===== config.mk =====
export PLATFORM = sky130hd
export DESIGN_NAME = swsft_geom
export DESIGN_NICKNAME = d
export VERILOG_FILES = /design/src/hw/rtl/six_wheel_speed_from_turn_assert.svh /design/src/hw/rtl/swsft_pkg.sv /design/src/hw/rtl/swsft_geom.sv
export SDC_FILE = /design/constraint.sdc
export NUM_CORES = 2
export LEC_CHECK = 0
export BUFFER_PORTS_ARGS = -buffer_cell sky130_fd_sc_hd__clkbuf_2
export CELL_PAD_IN_SITES_DETAIL_PLACEMENT = 0
export CELL_PAD_IN_SITES_GLOBAL_PLACEMENT = 1
export CORE_MARGIN = 2
export CORE_UTILIZATION = 49
export DETAILED_ROUTE_END_ITERATION = 8
export GPL_TIMING_DRIVEN = 0
export PLACE_DENSITY = 0.9
export SLEW_MARGIN = 20
export SYNTH_ARGS = -nofsm -noshare
export SYNTH_HDL_FRONTEND = slang
export SYNTH_SLANG_ARGS = --single-unit
export TNS_END_PERCENT = 50

===== constraint.sdc =====
create_clock -name clk -period 5.8 [get_ports clk]
set_input_delay 1.74 -clock clk [delete_from_list [all_inputs] [get_ports clk]]
set_output_delay 1.74 -clock clk [all_outputs]
set_load 0.005 [all_outputs]

===== src/hw/rtl/six_wheel_speed_from_turn_assert.svh =====
// assertion macros used by the top-level rtl file
`ifndef SIX_WHEEL_SPEED_FROM_TURN_ASSERT_SVH
`define SIX_WHEEL_SPEED_FROM_TURN_ASSERT_SVH
`ifndef SYNTHESIS
`define SWS_ASSERT(lbl, clk, rst_n, ante, cons) \
    lbl: assert property (@(posedge clk) disable iff (!rst_n) (ante) |-> (cons)) \
        else $error("assertion failed");
`define SWS_ASSERT_NXT(lbl, clk, rst_n, ante, cons) \
    lbl: assert property (@(posedge clk) disable iff (!rst_n) (ante) |=> (cons)) \
        else $error("assertion failed");
`define SWS_ASSERT_DLY(lbl, clk, rst_n, ante, n, cons) \
    lbl: assert property (@(posedge clk) disable iff (!rst_n) (ante) |-> ##(n) (cons)) \
        else $error("assertion failed");
`else
`define SWS_ASSERT(lbl, clk, rst_n, ante, cons)
`define SWS_ASSERT_NXT(lbl, clk, rst_n, ante, cons)
`define SWS_ASSERT_DLY(lbl, clk, rst_n, ante, n, cons)
`endif
`endif


===== src/hw/rtl/swsft_pkg.sv =====
package swsft_pkg;

    // geometry and pipeline sizes
    localparam int SQ_STAGES  = 22;
    localparam int QBITS      = 17;
    localparam int DIV_LAT    = QBITS + 2;
    localparam int GEOM_LAT   = 5;
    localparam int PIPE_DEPTH = GEOM_LAT + SQ_STAGES + 1 + DIV_LAT + 1;

    // floor(2.3 * mag) as a multiply by 2.3 * 2^16, exact for mag <= 100
    localparam logic [17:0] RECIP_23_10 = 18'd150733;
    localparam logic [7:0]  RADIUS_BASE = 8'd250;
    localparam logic [7:0]  TURN_MAX    = 8'd100;

    typedef enum logic [1:0] {
        REG_D1 = 2'd0,
        REG_D2 = 2'd1,
        REG_D3 = 2'd2,
        REG_D4 = 2'd3
    } cfg_idx_t;

    typedef struct packed {
        logic [26:0]        s_fo;
        logic [26:0]        s_ro;
        logic [26:0]        s_fi;
        logic [26:0]        s_ri;
        logic [27:0]        mid_mag;
        logic               mid_neg;
        logic [12:0]        den;
        logic signed [7:0]  speed;
        logic               straight;
        logic               left;
    } geom_out_t;

    typedef struct packed {
        logic [27:0]        mid_mag;
        logic               mid_neg;
        logic [12:0]        den;
        logic signed [7:0]  speed;
        logic               straight;
        logic               left;
    } side_t;

    typedef struct packed {
        logic signed [7:0]  speed;
        logic               straight;
        logic               left;
    } tail_t;

endpackage


===== src/hw/rtl/swsft_geom.sv =====
module swsft_geom (
    input  logic                    clk,
    input  logic                    rst_n,
    input  logic                    in_valid,
    input  logic signed [7:0]       speed,
    input  logic signed [7:0]       turn,
    input  logic [11:0]             d1,
    input  logic [11:0]             d2,
    input  logic [11:0]             d3,
    input  logic [11:0]             d4,
    output logic                    out_valid,
    output swsft_pkg::geom_out_t    out_data
);

    logic [4:0] vld_reg;

    // stage 1: turn magnitude
    logic signed [7:0] spd1_reg;
    logic              zero1_reg;
    logic              left1_reg;
    logic [6:0]        mag1_reg;
    logic [7:0]        turn_abs;
    logic [6:0]        mag_next;

    // stage 2: radius in inches
    logic signed [7:0] spd2_reg;
    logic              zero2_reg;
    logic              left2_reg;
    logic [7:0]        rq2_reg;
    logic [24:0]       rad_prod;

    // stage 3: offsets
    logic signed [7:0] spd3_reg;
    logic              zero3_reg;
    logic              left3_reg;
    logic [12:0]       bo3_reg;
    logic [11:0]       bi3_reg;
    logic [12:0]       den3_reg;
    logic [11:0]       rm4_abs3_reg;
    logic              mid_neg3_reg;
    logic [7:0]        spd_abs3_reg;
    logic [11:0]       d2_3_reg;
    logic [11:0]       d3_3_reg;
    logic [11:0]       r3;
    logic [13:0]       bi_diff;
    logic [13:0]       rm4_diff;
    logic [13:0]       bi_abs;
    logic [13:0]       rm4_abs;

    // stage 4: squares
    logic signed [7:0] spd4_reg;
    logic              zero4_reg;
    logic              left4_reg;
    logic [25:0]       sq_bo4_reg;
    logic [23:0]       sq_bi4_reg;
    logic [23:0]       sq_d2_4_reg;
    logic [23:0]       sq_d3_4_reg;
    logic [19:0]       mid4_reg;
    logic              mid_neg4_reg;
    logic [12:0]       den4_reg;

    // stage 5: sums
    swsft_pkg::geom_out_t out_reg;

    assign turn_abs = turn[7] ? (8'd0 - 8'(turn)) : 8'(turn);
    assign mag_next = (turn_abs > swsft_pkg::TURN_MAX) ? 7'(swsft_pkg::TURN_MAX)
                                                       : turn_abs[6:0];
    assign rad_prod = 25'(mag1_reg) * 25'(swsft_pkg::RECIP_23_10);
    assign r3       = {rq2_reg, 4'b0000};
    assign bi_diff  = {2'b00, r3} - {2'b00, d1};
    assign rm4_diff = {2'b00, r3} - {2'b00, d4};
    assign bi_abs   = bi_diff[13] ? (14'd0 - bi_diff) : bi_diff;
    assign rm4_abs  = rm4_diff[13] ? (14'd0 - rm4_diff) : rm4_diff;

    // valid chain
    always_ff @(posedge clk or negedge rst_n)
    begin
        if (!rst_n)
        begin
            vld_reg <= '0;
        end
        else
        begin
            vld_reg <= {vld_reg[3:0], in_valid};
        end
    end

    // datapath stages
    always_ff @(posedge clk)
    begin
        spd1_reg  <= speed;
        zero1_reg <= (turn == 8'sd0);
        left1_reg <= turn[7];
        mag1_reg  <= mag_next;

        spd2_reg  <= spd1_reg;
        zero2_reg <= zero1_reg;
        left2_reg <= left1_reg;
        rq2_reg   <= swsft_pkg::RADIUS_BASE - rad_prod[23:16];

        spd3_reg     <= spd2_reg;
        zero3_reg    <= zero2_reg;
        left3_reg    <= left2_reg;
        bo3_reg      <= {1'b0, r3} + {1'b0, d1};
        bi3_reg      <= bi_abs[11:0];
        den3_reg     <= {1'b0, r3} + {1'b0, d4};
        rm4_abs3_reg <= rm4_abs[11:0];
        mid_neg3_reg <= spd2_reg[7] ^ rm4_diff[13];
        spd_abs3_reg <= spd2_reg[7] ? (8'd0 - 8'(spd2_reg)) : 8'(spd2_reg);
        d2_3_reg     <= d2;
        d3_3_reg     <= d3;

        spd4_reg     <= spd3_reg;
        zero4_reg    <= zero3_reg;
        left4_reg    <= left3_reg;
        sq_bo4_reg   <= 26'(bo3_reg) * 26'(bo3_reg);
        sq_bi4_reg   <= 24'(bi3_reg) * 24'(bi3_reg);
        sq_d2_4_reg  <= 24'(d2_3_reg) * 24'(d2_3_reg);
        sq_d3_4_reg  <= 24'(d3_3_reg) * 24'(d3_3_reg);
        mid4_reg     <= 20'(spd_abs3_reg) * 20'(rm4_abs3_reg);
        mid_neg4_reg <= mid_neg3_reg;
        den4_reg     <= den3_reg;

        out_reg.s_fo     <= 27'(sq_d3_4_reg) + 27'(sq_bo4_reg);
        out_reg.s_ro     <= 27'(sq_d2_4_reg) + 27'(sq_bo4_reg);
        out_reg.s_fi     <= 27'(sq_d3_4_reg) + 27'(sq_bi4_reg);
        out_reg.s_ri     <= 27'(sq_d2_4_reg) + 27'(sq_bi4_reg);
        out_reg.mid_mag  <= {mid4_reg, 8'h00};
        out_reg.mid_neg  <= mid_neg4_reg;
        out_reg.den      <= den4_reg;
        out_reg.speed    <= spd4_reg;
        out_reg.straight <= zero4_reg;
        out_reg.left     <= left4_reg;
    end

    assign out_valid = vld_reg[4];
    assign out_data  = out_reg;

endmodule


==> impl_metrics.tcl <==
set metrics [dict create \
    outcome "finished, final reports clean" \
    numCtsBuffers 45 \
    initial_utilization_pct 49.52 \
    setup_violations 0 \
    critPathLaunchType "flop" \
    synth.largest_area_cell "sky130_fd_sc_hd__dfxtp_1" \
    post-synth-top-count-cell "sky130_fd_sc_hd__inv_1" \
    slack_of_the_worst_reg_to_reg_path_ps 130 \
    yosys_warnings 0 \
    floorplan.core_area_sq_mm 0.07015 \
    timing.reg2reg.worst_path_depth 21 \
    grt_first_pass_wirelength_mm 126.0 \
    drive_above_1_share_pct 11.13 \
    synthTopCellsByCount "sky130_fd_sc_hd__inv_1, sky130_fd_sc_hd__ha_1, sky130_fd_sc_hd__dfxtp_1, sky130_fd_sc_hd__fa_1, sky130_fd_sc_hd__nand2_1" \
    root_buffer "sky130_fd_sc_hd__clkbuf_16" \
    global_route.overflow_total 0 \
    ys_async_sr_fraction_pct 1.217 \
    endpoint_kind "flop" \
    synth_compound_gate_area_share_pct 7.700 \
    floorplan.die_area_sq_mm 0.07304 \
    yosys.area_share.simple_pct 12.55 \
    layout.filler_cells 6317 \
    route.met2.wl_mm 36.11 \
    n_antenna_cell 0 \
    postSynthRegisterBits 411 \
    drt_drc 0 \
    numPortBuffers 214 \
    utilization_pct 55.48 \
    top_signal_layer_used "met5" \
    final.setup_skew_ps 22.02 \
    yosys.area_share.adder_pct 40.19 \
    synthCells 3654 \
    cp.required_ps 6270 \
    pin_count 228 \
    synth.area.mux_share_pct 0.3926 \
    report.final.slew_viol_count 0 \
    r2r_start "bi3_reg[3]" \
    ant_nets 0 \
    post-dp-hpwl_mm 62.27 \
    synth.distinct_cells 85 \
    cts_stage_hold_buffer_count 0 \
    worst_slack_setup_final_ps 132.2 \
    detail_route.first_pass.iterations 6 \
    rsz0062_at_grt "yes" \
    synthesis.area_sq_mm 0.03474 \
    chipHeight_um 270.3 \
    crit_type "flop to flop" \
    synth_top_cell_area_share_pct 23.40 \
    min_period_ps 5668 \
    avgRoutedWirePerCell_um 15.35 \
    via_per_inst 4.960 \
    met3_length_mm 3.214 \
    worst_slew_pin_slew_ps 887.2 \
    route.vias.total 24310 \
    cp.arrival_ps 6130 \
    synth_enable_flop_cells 0 \
    first_iter_violations 1240 \
    fmax_mhz 176.4 \
    cell_area_placed_sq_mm 0.03703 \
    nets 4866 \
    hold_class "flop to flop" \
    synth_sequential_area_ratio_pct 23.76 \
    pre_cts_slack_ps -493.6 \
    route.final.wire_length_mm 75.23 \
    largest_register_ffs 144 \
    cap_violations 0 \
    yosys.area_share.xor_xnor_pct 6.202 \
    combinational_family_with_the_most_area_after_synthesis "adder cells" \
    synthTopCellsByArea "sky130_fd_sc_hd__dfxtp_1, sky130_fd_sc_hd__fa_1, sky130_fd_sc_hd__ha_1" \
    largest_net_degree_at_the_start_of_global_routing 16 \
    hold_violations 0 \
    first_global_vias 25230 \
    part_of_the_cycle_the_worst_path_needs_pct 97.72 \
    synth_area_per_cell_sq_um 9.507 \
    die_width_um 270.3 \
    met1_length_mm 33.78 \
    final_cell_area_sq_mm 0.03892 \
    antenna_violations_before_repair 2 \
    grtUsageTotal_pct 21.32 \
    tritoncts "yes" \
    setup.worst_path.start "bi3_reg[3]" \
    worst_hold_check_slack_ps 323.4 \
    clock_tree.htree_level_count 2 \
    gp_congestion 0.8779 \
    clk_pin_slew_worst_setup_hold_paths_ps 70 \
    cts.sink_count 411 \
    clock_insertion_delay_at_the_later_pin_of_the_skew_report_ps 600 \
    worstPathMaxFanout 10 \
    slew_headroom_pct 40.50 \
    fp-row-count 97 \
    clock_path_buffers 3 \
    area_growth_pct 12.04 \
    timing.rr.end "sq_bi4_reg[22]" \
    critPathCapture "sq_bi4_reg[22]" \
    most_used_dff_post_synth "sky130_fd_sc_hd__dfxtp_1" \
]
[worst max-delay path: stages (launching register included)]
cell                       delay, ps
sky130_fd_sc_hd__dfxtp_1         400
sky130_fd_sc_hd__buf_2           280
sky130_fd_sc_hd__nand2_1         140
sky130_fd_sc_hd__inv_1            90
sky130_fd_sc_hd__fa_1            440
sky130_fd_sc_hd__fa_1            520
sky130_fd_sc_hd__inv_1            60
sky130_fd_sc_hd__fa_1            530
sky130_fd_sc_hd__inv_1            60
sky130_fd_sc_hd__fa_1            480
sky130_fd_sc_hd__inv_1            50
sky130_fd_sc_hd__fa_1            470
sky130_fd_sc_hd__inv_1            40
sky130_fd_sc_hd__ha_1            340
sky130_fd_sc_hd__o21a_1          140
sky130_fd_sc_hd__nor2_1           40
sky130_fd_sc_hd__a21oi_2         170
sky130_fd_sc_hd__a41oi_1         210
sky130_fd_sc_hd__a221oi_2        350
sky130_fd_sc_hd__a41oi_1         190
sky130_fd_sc_hd__a21oi_1         210
sky130_fd_sc_hd__xor2_1          330
[how the worst min path moves through the flow]
stage,cells after the start,to,start
after global routing,0,out_data[2],spd4_reg[0]
after global placement,0,den4_reg[1],den3_reg[1]
after floorplan,0,den4_reg[10],den3_reg[10]
after detailed placement,0,den4_reg[12],den3_reg[12]
after CTS,0,den4_reg[5],den3_reg[5]
final,0,out_data[32],mid4_reg[0]
[routing by layer]
| layer | up-vias | track usage (%) |
|---|---|---|
| li1 | 11990 | - |
| met1 | 11750 | 28.17 |
| met2 | 452 | 36.48 |
| met3 | 114 | 2.774 |
| met4 | 2 | 6.397 |
| met5 | - | 0 |
[per-stage QoR]
stage / instances / TNS (ps)
CTS: 4900 / 0
detailed placement: 4819 / -3014
finish: 4901 / 0
global placement: 4819 / -2861
global route: 4901 / -27.71
floorplan: 3665 / 0
[cell usage in the layout (no fill, tap or decap), types with 17 or more instances in the layout]
| cell type | count |
|---|---|
| sky130_fd_sc_hd__inv_1 | 744 |
| sky130_fd_sc_hd__ha_1 | 466 |
| sky130_fd_sc_hd__fa_1 | 405 |
| sky130_fd_sc_hd__dfxtp_1 | 384 |
| sky130_fd_sc_hd__nand2_1 | 257 |
| sky130_fd_sc_hd__clkbuf_2 | 225 |
| sky130_fd_sc_hd__and2_1 | 199 |
| sky130_fd_sc_hd__xnor2_1 | 174 |
| sky130_fd_sc_hd__nor2_1 | 162 |
| sky130_fd_sc_hd__a21oi_1 | 110 |
| sky130_fd_sc_hd__o21ai_0 | 77 |
| sky130_fd_sc_hd__xor2_1 | 70 |
| sky130_fd_sc_hd__nor3_1 | 52 |
| sky130_fd_sc_hd__nor2b_1 | 46 |
| sky130_fd_sc_hd__clkbuf_16 | 45 |
| sky130_fd_sc_hd__a21o_1 | 43 |
| sky130_fd_sc_hd__nand3_1 | 34 |
| sky130_fd_sc_hd__buf_4 | 32 |
| sky130_fd_sc_hd__o21a_1 | 29 |
| sky130_fd_sc_hd__nand2b_1 | 29 |
| sky130_fd_sc_hd__clkbuf_1 | 26 |
| sky130_fd_sc_hd__or3_1 | 23 |
| sky130_fd_sc_hd__and3_1 | 20 |
| sky130_fd_sc_hd__dfxtp_2 | 19 |
| sky130_fd_sc_hd__a211oi_1 | 18 |
| sky130_fd_sc_hd__o21bai_1 | 17 |
[cells by family after synthesis]
kind of cell               Yosys count
adders and majority gates          873
AOI/OAI and AO/OA                  404
xor gates and xnor gates           246
and+or+nand+nor                    873
muxes                               13
DFF                                411
buffers and inverters              833
other                                1
[cell type report]
cell class	instances	area [sq um]	area share (%)
Clock buffer	53	1196	3.073
Tap cell	940	1176	3.022
Inverter	744	2793	7.175
Multi-Input combinational cell	2421	23480	60.33
Sequential cell	411	8288	21.29
Timing Repair Buffer	220	1116	2.868
Clock inverter	29	350.3	0.9001
Buffer	83	519.2	1.334
[repair_timing]
item,4_1_cts,5_1_grt
resized for setup,61,117
setup buffers,1,5
pin swaps,1,11
endpoints found under the setup margin,15,16
Power is left out: the tool's default activity adds up to more than one toggle a clock period on the data nets, which glitch-free logic cannot reach.
