<file path="config.mk">
export PLATFORM = sky130hd
export DESIGN_NAME = swsft_div
export DESIGN_NICKNAME = d
export VERILOG_FILES = /design/src/hw/rtl/six_wheel_speed_from_turn_assert.svh /design/src/hw/rtl/swsft_pkg.sv /design/src/hw/rtl/swsft_div.sv
export SDC_FILE = /design/constraint.sdc
export NUM_CORES = 1
export LEC_CHECK = 0
export BUFFER_PORTS_ARGS = -buffer_cell sky130_fd_sc_hd__buf_4
export CAP_MARGIN = 25
export CORE_ASPECT_RATIO = 0.8
export CORE_MARGIN = 2
export CORE_UTILIZATION = 60
export DETAILED_ROUTE_END_ITERATION = 6
export HOLD_SLACK_MARGIN = 0.12
export PLACE_DENSITY = 0.86
export SLEW_MARGIN = 20
export SYNTH_ARGS = -nofsm -noshare
export SYNTH_HDL_FRONTEND = slang
export SYNTH_SLANG_ARGS = --single-unit
export TNS_END_PERCENT = 5
</file>
<file path="constraint.sdc">
create_clock -name clk -period 9.14 [get_ports clk]
set_clock_uncertainty 0.15 [all_clocks]
set_input_delay 0.914 -clock clk [delete_from_list [all_inputs] [get_ports clk]]
set_output_delay 0.914 -clock clk [all_outputs]
set_load 0.1 [all_outputs]
</file>
<file path="src/hw/rtl/six_wheel_speed_from_turn_assert.svh">
// assertion macros used by the top-level rtl file
`ifndef SIX_WHEEL_SPEED_FROM_TURN_ASSERT_SVH
`define SIX_WHEEL_SPEED_FROM_TURN_ASSERT_SVH
`ifndef SYNTHESIS
`define SWS_ASSERT(lbl, clk, rst_n, ante, cons) \
    lbl: assert property (@(posedge clk) disable iff (!rst_n) (ante) |-> (cons)) \
        else $error("assertion failed");
`define SWS_ASSERT_NXT(lbl, clk, rst_n, ante, cons) \
    lbl: assert property (@(posedge clk) disable iff (!rst_n) (ante) |=> (cons)) \
        else $error("assertion failed");
`define SWS_ASSERT_DLY(lbl, clk, rst_n, ante, n, cons) \
    lbl: assert property (@(posedge clk) disable iff (!rst_n) (ante) |-> ##(n) (cons)) \
        else $error("assertion failed");
`else
`define SWS_ASSERT(lbl, clk, rst_n, ante, cons)
`define SWS_ASSERT_NXT(lbl, clk, rst_n, ante, cons)
`define SWS_ASSERT_DLY(lbl, clk, rst_n, ante, n, cons)
`endif
`endif

</file>
<file path="src/hw/rtl/swsft_pkg.sv">
package swsft_pkg;

    // geometry and pipeline sizes
    localparam int SQ_STAGES  = 22;
    localparam int QBITS      = 17;
    localparam int DIV_LAT    = QBITS + 2;
    localparam int GEOM_LAT   = 5;
    localparam int PIPE_DEPTH = GEOM_LAT + SQ_STAGES + 1 + DIV_LAT + 1;

    // floor(2.3 * mag) as a multiply by 2.3 * 2^16, exact for mag <= 100
    localparam logic [17:0] RECIP_23_10 = 18'd150733;
    localparam logic [7:0]  RADIUS_BASE = 8'd250;
    localparam logic [7:0]  TURN_MAX    = 8'd100;

    typedef enum logic [1:0] {
        REG_D1 = 2'd0,
        REG_D2 = 2'd1,
        REG_D3 = 2'd2,
        REG_D4 = 2'd3
    } cfg_idx_t;

    typedef struct packed {
        logic [26:0]        s_fo;
        logic [26:0]        s_ro;
        logic [26:0]        s_fi;
        logic [26:0]        s_ri;
        logic [27:0]        mid_mag;
        logic               mid_neg;
        logic [12:0]        den;
        logic signed [7:0]  speed;
        logic               straight;
        logic               left;
    } geom_out_t;

    typedef struct packed {
        logic [27:0]        mid_mag;
        logic               mid_neg;
        logic [12:0]        den;
        logic signed [7:0]  speed;
        logic               straight;
        logic               left;
    } side_t;

    typedef struct packed {
        logic signed [7:0]  speed;
        logic               straight;
        logic               left;
    } tail_t;

endpackage

</file>
<file path="src/hw/rtl/swsft_div.sv">
module swsft_div (
    input  logic        clk,
    input  logic        rst_n,
    input  logic        in_valid,
    input  logic        neg,
    input  logic [29:0] mag,
    input  logic [12:0] den,
    output logic        out_valid,
    output logic [15:0] value,
    output logic        sat
);

    localparam int N = swsft_pkg::QBITS;

    // prep stage: rounding offset and overflow check
    logic        vld0_reg;
    logic [31:0] rem0_reg;
    logic [13:0] d2_0_reg;
    logic        ovf0_reg;
    logic        neg0_reg;
    logic [31:0] num_next;
    logic [13:0] d2_next;

    logic [31:0] rem_reg [N];
    logic [16:0] q_reg   [N];
    logic [13:0] d2_reg  [N];
    logic        ovf_reg [N];
    logic        neg_reg [N];
    logic        vld_reg [N];

    logic        vldf_reg;
    logic [15:0] val_reg;
    logic        sat_reg;
    logic [16:0] q_last;
    logic [15:0] val_next;
    logic        sat_next;

    assign num_next = {1'b0, mag, 1'b0} + {19'd0, den};
    assign d2_next  = {den, 1'b0};

    always_ff @(posedge clk or negedge rst_n)
    begin
        if (!rst_n)
        begin
            vld0_reg <= 1'b0;
            vldf_reg <= 1'b0;
        end
        else
        begin
            vld0_reg <= in_valid;
            vldf_reg <= vld_reg[N-1];
        end
    end

    always_ff @(posedge clk)
    begin
        rem0_reg <= num_next;
        d2_0_reg <= d2_next;
        ovf0_reg <= (num_next[31:17] >= {1'b0, d2_next});
        neg0_reg <= neg;
    end

    // restoring division, one quotient bit per stage
    for (genvar j = 0; j < N; j++)
    begin : g_stage
        localparam int B = N - 1 - j;
        logic [31:0] rem_p;
        logic [16:0] q_p;
        logic [13:0] d2_p;
        logic        ovf_p;
        logic        neg_p;
        logic        vld_p;
        logic [31:0] dsh;
        logic        ge;

        if (j == 0)
        begin : g_first
            assign rem_p = rem0_reg;
            assign q_p   = '0;
            assign d2_p  = d2_0_reg;
            assign ovf_p = ovf0_reg;
            assign neg_p = neg0_reg;
            assign vld_p = vld0_reg;
        end
        else
        begin : g_next
            assign rem_p = rem_reg[j-1];
            assign q_p   = q_reg[j-1];
            assign d2_p  = d2_reg[j-1];
            assign ovf_p = ovf_reg[j-1];
            assign neg_p = neg_reg[j-1];
            assign vld_p = vld_reg[j-1];
        end

        assign dsh = {18'd0, d2_p} << B;
        assign ge  = (rem_p >= dsh);

        always_ff @(posedge clk or negedge rst_n)
        begin
            if (!rst_n)
            begin
                vld_reg[j] <= 1'b0;
            end
            else
            begin
                vld_reg[j] <= vld_p;
            end
        end

        always_ff @(posedge clk)
        begin
            rem_reg[j] <= ge ? (rem_p - dsh) : rem_p;
            q_reg[j]   <= q_p | (17'(ge) << B);
            d2_reg[j]  <= d2_p;
            ovf_reg[j] <= ovf_p;
            neg_reg[j] <= neg_p;
        end
    end

    // sign and clip to 16 bits
    assign q_last = q_reg[N-1];

    always_comb
    begin
        if (neg_reg[N-1])
        begin
            if (ovf_reg[N-1] || (q_last > 17'd32768))
            begin
                val_next = 16'h8000;
                sat_next = 1'b1;
            end
            else
            begin
                val_next = 16'(17'd0 - q_last);
                sat_next = 1'b0;
            end
        end
        else
        begin
            if (ovf_reg[N-1] || (q_last > 17'd32767))
            begin
                val_next = 16'h7fff;
                sat_next = 1'b1;
            end
            else
            begin
                val_next = q_last[15:0];
                sat_next = 1'b0;
            end
        end
    end

    always_ff @(posedge clk)
    begin
        val_reg <= val_next;
        sat_reg <= sat_next;
    end

    assign out_valid = vldf_reg;
    assign value     = val_reg;
    assign sat       = sat_reg;

endmodule

</file>
==> results of run 1 <==
-- repair_timing --
action,in CTS,in global routing
hold buffers,1,0
endpoints found under the hold margin,19,0
buffers inserted,0,0
-- critical path, delay by kind of cell --
family                   cells  cell delay (ns)
XOR/XNOR                     1             0.18
buffers and inverters        2             0.15
adder cells (fa/ha/maj)      3             0.77
AND/OR/NAND/NOR              5             1.00
AO/OA/AOI/OAI                9             1.71
-- report_power, final --
part | total, mW | leakage [nW] | internal (mW) | switching, mW
Combinational | 4.91 | 8.67 | 2.23 | 2.67
Sequential | 6.16 | 8.23 | 5.39 | 0.762
Clock | 3.75 | 1.46 | 2.13 | 1.62
Total | 14.8 | 18.4 | 9.76 | 5.06
-- worst paths after layout --
| check | slack, ns | start | cells after the start | to |
|---|---|---|---|---|
| min reg2reg | 0.17 | rem_reg[0][168] | 0 | rem_reg[0][200] |
| max | 4.80 | den[1] | 20 | g_stage[0].ovf_p |
| max reg2reg | 5.25 | rem_reg[0][264] | 9 | rem_reg[0][315] |
| min in group asynchronous | 0.53 | rst_n | 2 | g_stage[1].vld_p |
| max in group asynchronous | 8.11 | rst_n | 2 | out_valid |
| min | 0.17 | rem_reg[0][168] | 0 | rem_reg[0][200] |
-- metrics by stage --
step,utilization,area (µm²),hold slack [ns]
2_1_floorplan,-,37630,0.1596
5_1_grt,0.6739,42040,0.1697
3_5_place_dp,0.6253,39010,0.1621
3_3_place_gp,0.6253,39010,0.1596
6_report,0.6739,42040,0.1714
4_1_cts,0.6735,42010,0.1640
-- cell type report --
type,count,area (µm²)
Antenna cell,1,2.502
Inverter,322,1209
Clock buffer,124,2504
Multi-Input combinational cell,2358,16610
Fill cell,4459,20340
Tap cell,840,1051
Sequential cell,973,19570
Clock inverter,32,493.0
Timing Repair Buffer,78,595.6
-- per-layer routing --
layer	track usage	share of wire	vias up
met5	0	0.00014	-
met4	0.1020	0.038	2
met3	0.03620	0.045	226
met2	0.4338	0.49	751
met1	0.2947	0.43	12620
li1	-	-	13060
-- kinds of logic (layout without fill, tap and decap cells) --
logic type	Yosys count	after routing	synth area share
and+or+nand+nor	996	996	0.1354
DFF	973	973	0.5202
AOI/OAI and AO/OA	726	726	0.1240
buffers and inverters	379	556	0.03864
xor gates and xnor gates	308	308	0.07169
adders and majority gates	264	264	0.09118
muxes	64	64	0.01892
other	0	1	0
-- cell usage in the layout (no fill, tap or decap), types with 57 or more instances in the layout --
cell type	synthesis	routed
nor4_1	69	69
a21oi_1	190	190
dfxtp_1	954	954
nand2_1	246	246
nor3_1	82	82
clkbuf_16	0	85
o21ai_0	188	188
buf_4	0	75
nor2_1	220	220
mux2_2	57	57
xnor2_1	169	169
ha_1	247	247
a21o_1	59	59
nand2b_1	62	62
inv_1	321	321
xor2_1	139	139
==> out/results.tsv, run 1 <==
stage	metric	value	unit
die	Placeable Area	62380	µm²
die	chip width	284.0	µm
yosys	Yosys top cell by area	dfxtp_1	
cts	Root Driver	clkbuf_16	
hold_path	hold crit path type	reg2reg	
yosys	Post-synth EDFFs	0	
worst_setup_path	Critical Path RT	9.52	ns
sta	Sum Neg Setup Slack	0	ns
worst_setup_path	slowest CP cell	nor2b_1	
yosys	Synthesized Nets	4021	
sta	final hold vios	0	
global_routing	Overflow after GRT	0	
sta	final period utilization	0.4746	
yosys	Yosys reg bits	973	
yosys	Async S/R FF share, synth	0.01953	
yosys	commonest cells in the netlist	dfxtp_1, inv_1, ha_1, nand2_1, nor2_1	
yosys	Synthesis Warnings	0	
yosys	most common cell in the netlist	dfxtp_1	
yosys	Mapped Area	37630	µm²
placed_design	HPWL Detailed	56280	µm
pwr	Final Power	14.81	mW
worst_setup_path	Crit Path Max Fanout	6	
global_routing	largest net degree at the start of global routing	30	
worst_setup_path	Arrival @ worst endpoint	4.71	ns
run_status	outcome	finished clean	
worst_setup_path	Critical Path Start Type	input pin	
sta	Max Freq	0.2305	GHz
sta	RSZ-0062 raised after global routing	false	
yosys	Syn Area/Cell	10.14	µm²
cts	CTS resizes	0	
cts	CTS H-tree depth	3	
placed_design	GPL Wtd Cong	0.9157	
placed_design	placed cells	4568	
finish	area grow syn2layout	11.72	%
global_routing	first-pass GRT wire length	130700	µm
finish	Finished Layout Cells	4728	
die	initial core utilization	0.6032	
finish	# nets final	4129	
die	die area	64750	µm²
cts	maximum clock path buffer count	3	
drt	post-route ant nets	0	
sta	endpoints failing setup	0	
placed_design	Port Buffers	64	
sta	Worst Tran Pin Value	1.025	ns
global_routing	vias in the first global route	26580	
yosys	largest cells by area after synthesis	dfxtp_1, ha_1, xnor2_1, xor2_1, inv_1	
drt	vias post-DR	26660	
drt	DRT iter0 DRCs	1853	
cts	CTS buffer count	85	
worst_setup_path	CP Cell Sequence	buf_4 > ha_1 > inv_1 > fa_1 > nor2b_1 > o31ai_1 > a21oi_1 > a41o_1 > a21o_1 > nor2b_1 > nand3_1 > xnor2_1 > ha_1 > a21o_1 > a21oi_1 > nor2b_1 > o21ai_0 > nand2b_1 > a21oi_1 > o2111ai_1	
drt	drt pass-1 iters	6	
yosys	ys flop type	dfxtp_1	
drt	Routed WL	80330	µm
yosys	Mapped Cells	3710	
sta	post-route setup slack	4.802	ns
worst_setup_path	CP endpoint kind	flip-flop	
die	# IOs	65	
cts	Sink Count	973	
cts	TritonCTS clock tree	done	
die	site row count	82	
cts	clock latency on the worst-skew pair	0.67	ns
pwr	power per cell area	352.4	nW/µm²
sta	Slew Viols, Final	0	
yosys	sequential fraction of the synthesis area	0.5202	
global_routing	antenna violations before repair	1	
finish	layout cells sized above 1	0.08130	
yosys	Yosys cell types	87	
pwr	worst vdd ir	0.2301	mV
flow_run	Max-cap violations	0	
global_routing	GRT Overall Usage	0.2439	
cts	Clock transition at path regs	0.07	ns
sta	Max transition margin	0.3165	
worst_setup_path	Worst Path Class, Setup	in2reg	
drt	drc violations	0	
worst_setup_path	CP max stage delay	0.51	ns
sta	crit path time final	4.338	ns
drt	vias per inst	5.639	
finish	max FFs per register	512	
drt	drt wl/cell	16.99	µm
yosys	top-area cell type share of the netlist area	0.5075	
pwr	leakage power	18.36	nW
placed_design	Setup WS pre-CTS	4.288	ns
die	die height	228.0	µm
Note: power is estimated with default switching activity, not from simulation.
==> run 2, diff against run 1 <==
Settings changed: ABC_AREA set to 1, CORE_UTILIZATION 60 to 57, PLACE_DENSITY 0.86 to 0.85.
Clock period 9.14 ns to 3.6 ns, I/O delays scaled along.
==> run 2 against run 1 <==
The run now ends with design-rule violations left. Design area rose by 24%. Setup slack got worse by 4.7 ns. Area after synthesis rose by 23%. Flip-flop and latch count did not move. Register-to-register slack got worse by 4.4 ns. Clock power rose to 2.8 times the previous value. Wire length rose by 57%. Clock-buffer cell count fell by 5. Sequential share of layout area fell by 8.9 points. Critical path depth did not move. Critical path type unchanged. Largest cell class is now multi-input combinational cells. Largest power group is now combinational cells. Highest routed layer unchanged.
==> out/results.tsv, run 2 <==
stage	metric	value	unit
placed_design	placed cells	7695	
pwr	Internal Dissipation	26.57	mW
global_routing	vias in the first global route	38870	
flow_run	Max-cap violations	0	
pwr	power per cell area	880.9	nW/µm²
cts	TritonCTS clock tree	done	
yosys	Async S/R FF share, synth	0.01953	
worst_setup_path	slowest CP cell	dlygate4sd3_1	
worst_setup_path	CP endpoint kind	flip-flop	
yosys	Yosys reg bits	973	
worst_setup_path	Reg2Reg Setup Slack	0.81	ns
finish	most frequent cells in the layout	nand2_1, inv_1, dfxtp_1, nor2_1, nand3_1	
yosys	Simple-Gate Fraction of Synth Area	0.3248	
drt	post-route ant nets	0	
yosys	most common cell in the netlist	nand2_1	
global_routing	GRT Overall Usage	0.2971	
yosys	largest family of logic cells by synthesized area	simple AND/OR/NAND/NOR gates	
sta	Slew Viols, Final	0	
worst_setup_path	Arrival @ worst endpoint	3.87	ns
pwr	power share of the sequential group	0.354	
worst_setup_path	Worst Path Class, Setup	in2reg	
sta	Max transition margin	0.3543	
yosys	XOR/XNOR share of the synthesized area	0.03113	
worst_setup_path	Crit Path Max Fanout	15	
die	Placeable Area	80520	µm²
drt	drt wl/cell	15.91	µm
run_status	failing checks	design-rule violations	
die	chip width	323.1	µm
yosys	Compound-Gate Fraction of Synth Area	0.04921	
die	initial core utilization	0.5765	
finish	max FFs per register	512	
sta	Worst Tran Pin Value	0.9649	ns
yosys	Mapped Area	46420	µm²
pwr	P_sw	19.24	mW
yosys	largest cells by area after synthesis	dfxtp_1, nand2_1, inv_1, ha_1, nor2_1	
sta	final period utilization	0.9626	
worst_setup_path	capturing point of the worst reg2reg path	rem_reg[0][29]	
die	die height	259.3	µm
global_routing	Overflow after GRT	0	
worst_setup_path	CP Cell Sequence	dlygate4sd3_1 > buf_4 > ha_1 > nand3_1 > nand2_1 > nand3_1 > nand2_1 > nand2_1 > nand2_4 > nand2_1 > nand2_1 > dlygate4sd3_1 > nand2_1 > ha_1 > nand2_1 > inv_1 > a221oi_2 > nand2_1 > nor2_1 > nand2_1	
die	# IOs	65	
finish	# nets final	7076	
hold_path	hold depth	0	
yosys	sequential fraction of the synthesis area	0.4216	
yosys	ys flop type	dfxtp_1	
hold_path	Min-Delay Endpoint	q_reg[0][258]	
worst_setup_path	CP max stage delay	0.56	ns
worst_setup_path	Critical Path Start Type	input pin	
global_routing	first-pass GRT wire length	198500	µm
worst_setup_path	CP delay by family, top	simple AND/OR/NAND/NOR gates	
yosys	Post-synth EDFFs	0	
placed_design	HPWL Detailed	97840	µm
cts	clock latency on the worst-skew pair	0.67	ns
finish	Finished Layout Cells	7936	
finish	layout cells sized above 1	0.05363	
global_routing	largest net degree at the start of global routing	35	
pwr	Clock power frac	0.231	
sta	crit path time final	3.465	ns
pwr	worst vdd ir	0.5493	mV
drt	drt pass-1 iters	7	
hold_path	hold crit path type	reg2reg	
yosys	mux cell area share after synthesis	0	
worst_setup_path	Reg2Reg Depth	9	
drt	vias post-DR	41700	
drt	DRT iter0 DRCs	3947	
die	site row count	93	
yosys	Yosys top cell by area	dfxtp_1	
sta	endpoints failing setup	0	
pwr	Net Sw Frac	0.4200	
worst_setup_path	Crit path top cell by count	nand2_1	
cts	Clock transition at path regs	0.07	ns
cts	Sink Count	973	
cts	CTS buffer count	92	
hold_path	hold_sp	q_reg[0][241]	
placed_design	Port Buffers	64	
pwr	leakage power	26.89	nW
yosys	Post-Synth Adder-Cell Area	0.07390	
yosys	Synthesized Nets	6888	
cts	CTS H-tree depth	3	
yosys	commonest cells in the netlist	nand2_1, inv_1, dfxtp_1, nor2_1, nand3_1	
cts	maximum clock path buffer count	3	
yosys	Yosys cell types	51	
finish	area grow syn2layout	12.01	%
sta	Sum Neg Setup Slack	0	ns
sta	final hold vios	0	
drt	vias per inst	5.255	
placed_design	GPL Wtd Cong	0.9998	
worst_setup_path	worst r2r src	g_stage[0].rem_p[23]	
cts	Root Driver	clkbuf_16	
run_status	outcome	finished, violations left	
worst_setup_path	crit path buf inv count	4	
drt	Routed WL	126200	µm
yosys	top-area cell type share of the netlist area	0.4114	
yosys	Syn Area/Cell	7.058	µm²
die	die area	83760	µm²
drt	drc violations	27	
worst_setup_path	Critical Path RT	4.01	ns
yosys	Synthesis Warnings	0	
pwr	Combinational Power Share	0.415	
global_routing	antenna violations before repair	2	
yosys	Mapped Cells	6577	
sta	Max Freq	0.2886	GHz
finish	commonest non-fill, non-tap cell in the layout	nand2_1	
-- run 2: cell types whose count changed after synthesis, moves of 62 or more --
| cell | previous run | this run |
|---|---|---|
| nand2_1 | 246 | 2272 |
| inv_1 | 321 | 1092 |
| nor2_1 | 220 | 606 |
| nand3_1 | 54 | 366 |
| xnor2_1 | 169 | 58 |
| nand4_1 | 34 | 131 |
| nand3b_1 | 11 | 78 |
| o21ai_0 | 188 | 123 |
| nand2b_1 | 62 | 0 |
-- run 2: area by class of cell --
class	instances	area, µm²
diodes	1	2.502
clock buffers	119	2629
clock inverters	53	739.5
fillers	6823	28520
inverters	1105	4158
multi-input cells	4447	22270
flip-flops and latches	973	19570
well taps	1092	1366
repair buffers	146	1256
-- run 2: layer usage --
metal,vias to the layer above,GRT usage,part of all wire,routed length [µm]
li1,20710,-,-,-
met1,18830,0.3887,0.43,53760
met2,1827,0.4921,0.45,57080
met3,331,0.05204,0.086,10810
met4,2,0.1088,0.036,4570
met5,-,0,0.00016,20
-- run 2: power by group through the flow --
stage               Sequential (mW)  Clock (mW)  Combinational [mW]
finish                         16.2        10.6                19.0
global route                   16.4        11.2                21.5
CTS                            16.1        10.8                18.6
detailed placement             16.3           0                18.3
global placement               16.3           0                18.0
floorplan                      15.3           0                14.3
-- run 2: logic make-up (layout without fill, tap and decap cells) --
logic type,count (synthesis),count (layout)
AOI/OAI and AO/OA,413,413
xor gates and xnor gates,165,165
adders and majority gates,264,264
buffers and inverters,1157,1423
DFF,973,973
other,0,1
and+or+nand+nor,3605,3605
-- run 2: metrics by stage --
step / cell area (µm²) / hold slack [ns] / util / setup WS, ns / total power [mW]
after floorplan: 46420 / -0.08559 / - / 0.7740 / 29.52
after global placement: 47920 / 0.08631 / 0.5951 / 0.2957 / 34.23
after detailed placement: 47920 / 0.09182 / 0.5951 / 0.3072 / 34.65
after CTS: 51940 / 0.1613 / 0.6451 / 0.03616 / 45.50
after global routing: 51990 / 0.1668 / 0.6457 / -0.05043 / 49.08
final: 52000 / 0.1642 / 0.6458 / 0.1346 / 45.81
-- run 2: what timing repair did --
action / CTS / global route
setup buffers: 0 / 4
endpoints found under the hold margin: 66 / 0
resized for setup: 0 / 10
setup endpoints to repair: 0 / 1
hold buffers: 65 / 0
-- run 2: how the worst max path moves through the flow --
| stage | slack (ns) | endpoint | cells past startpoint | from |
|---|---|---|---|---|
| floorplan | 0.77 | g_stage[0].ovf_p | 19 | mag[0] |
| global placement | 0.30 | g_stage[0].ovf_p | 20 | den[1] |
| detailed placement | 0.31 | g_stage[0].ovf_p | 20 | den[1] |
| CTS | 0.04 | g_stage[0].ovf_p | 19 | den[11] |
| global route | -0.05 | g_stage[0].ovf_p | 20 | den[3] |
| finish | 0.13 | g_stage[0].ovf_p | 20 | mag[2] |
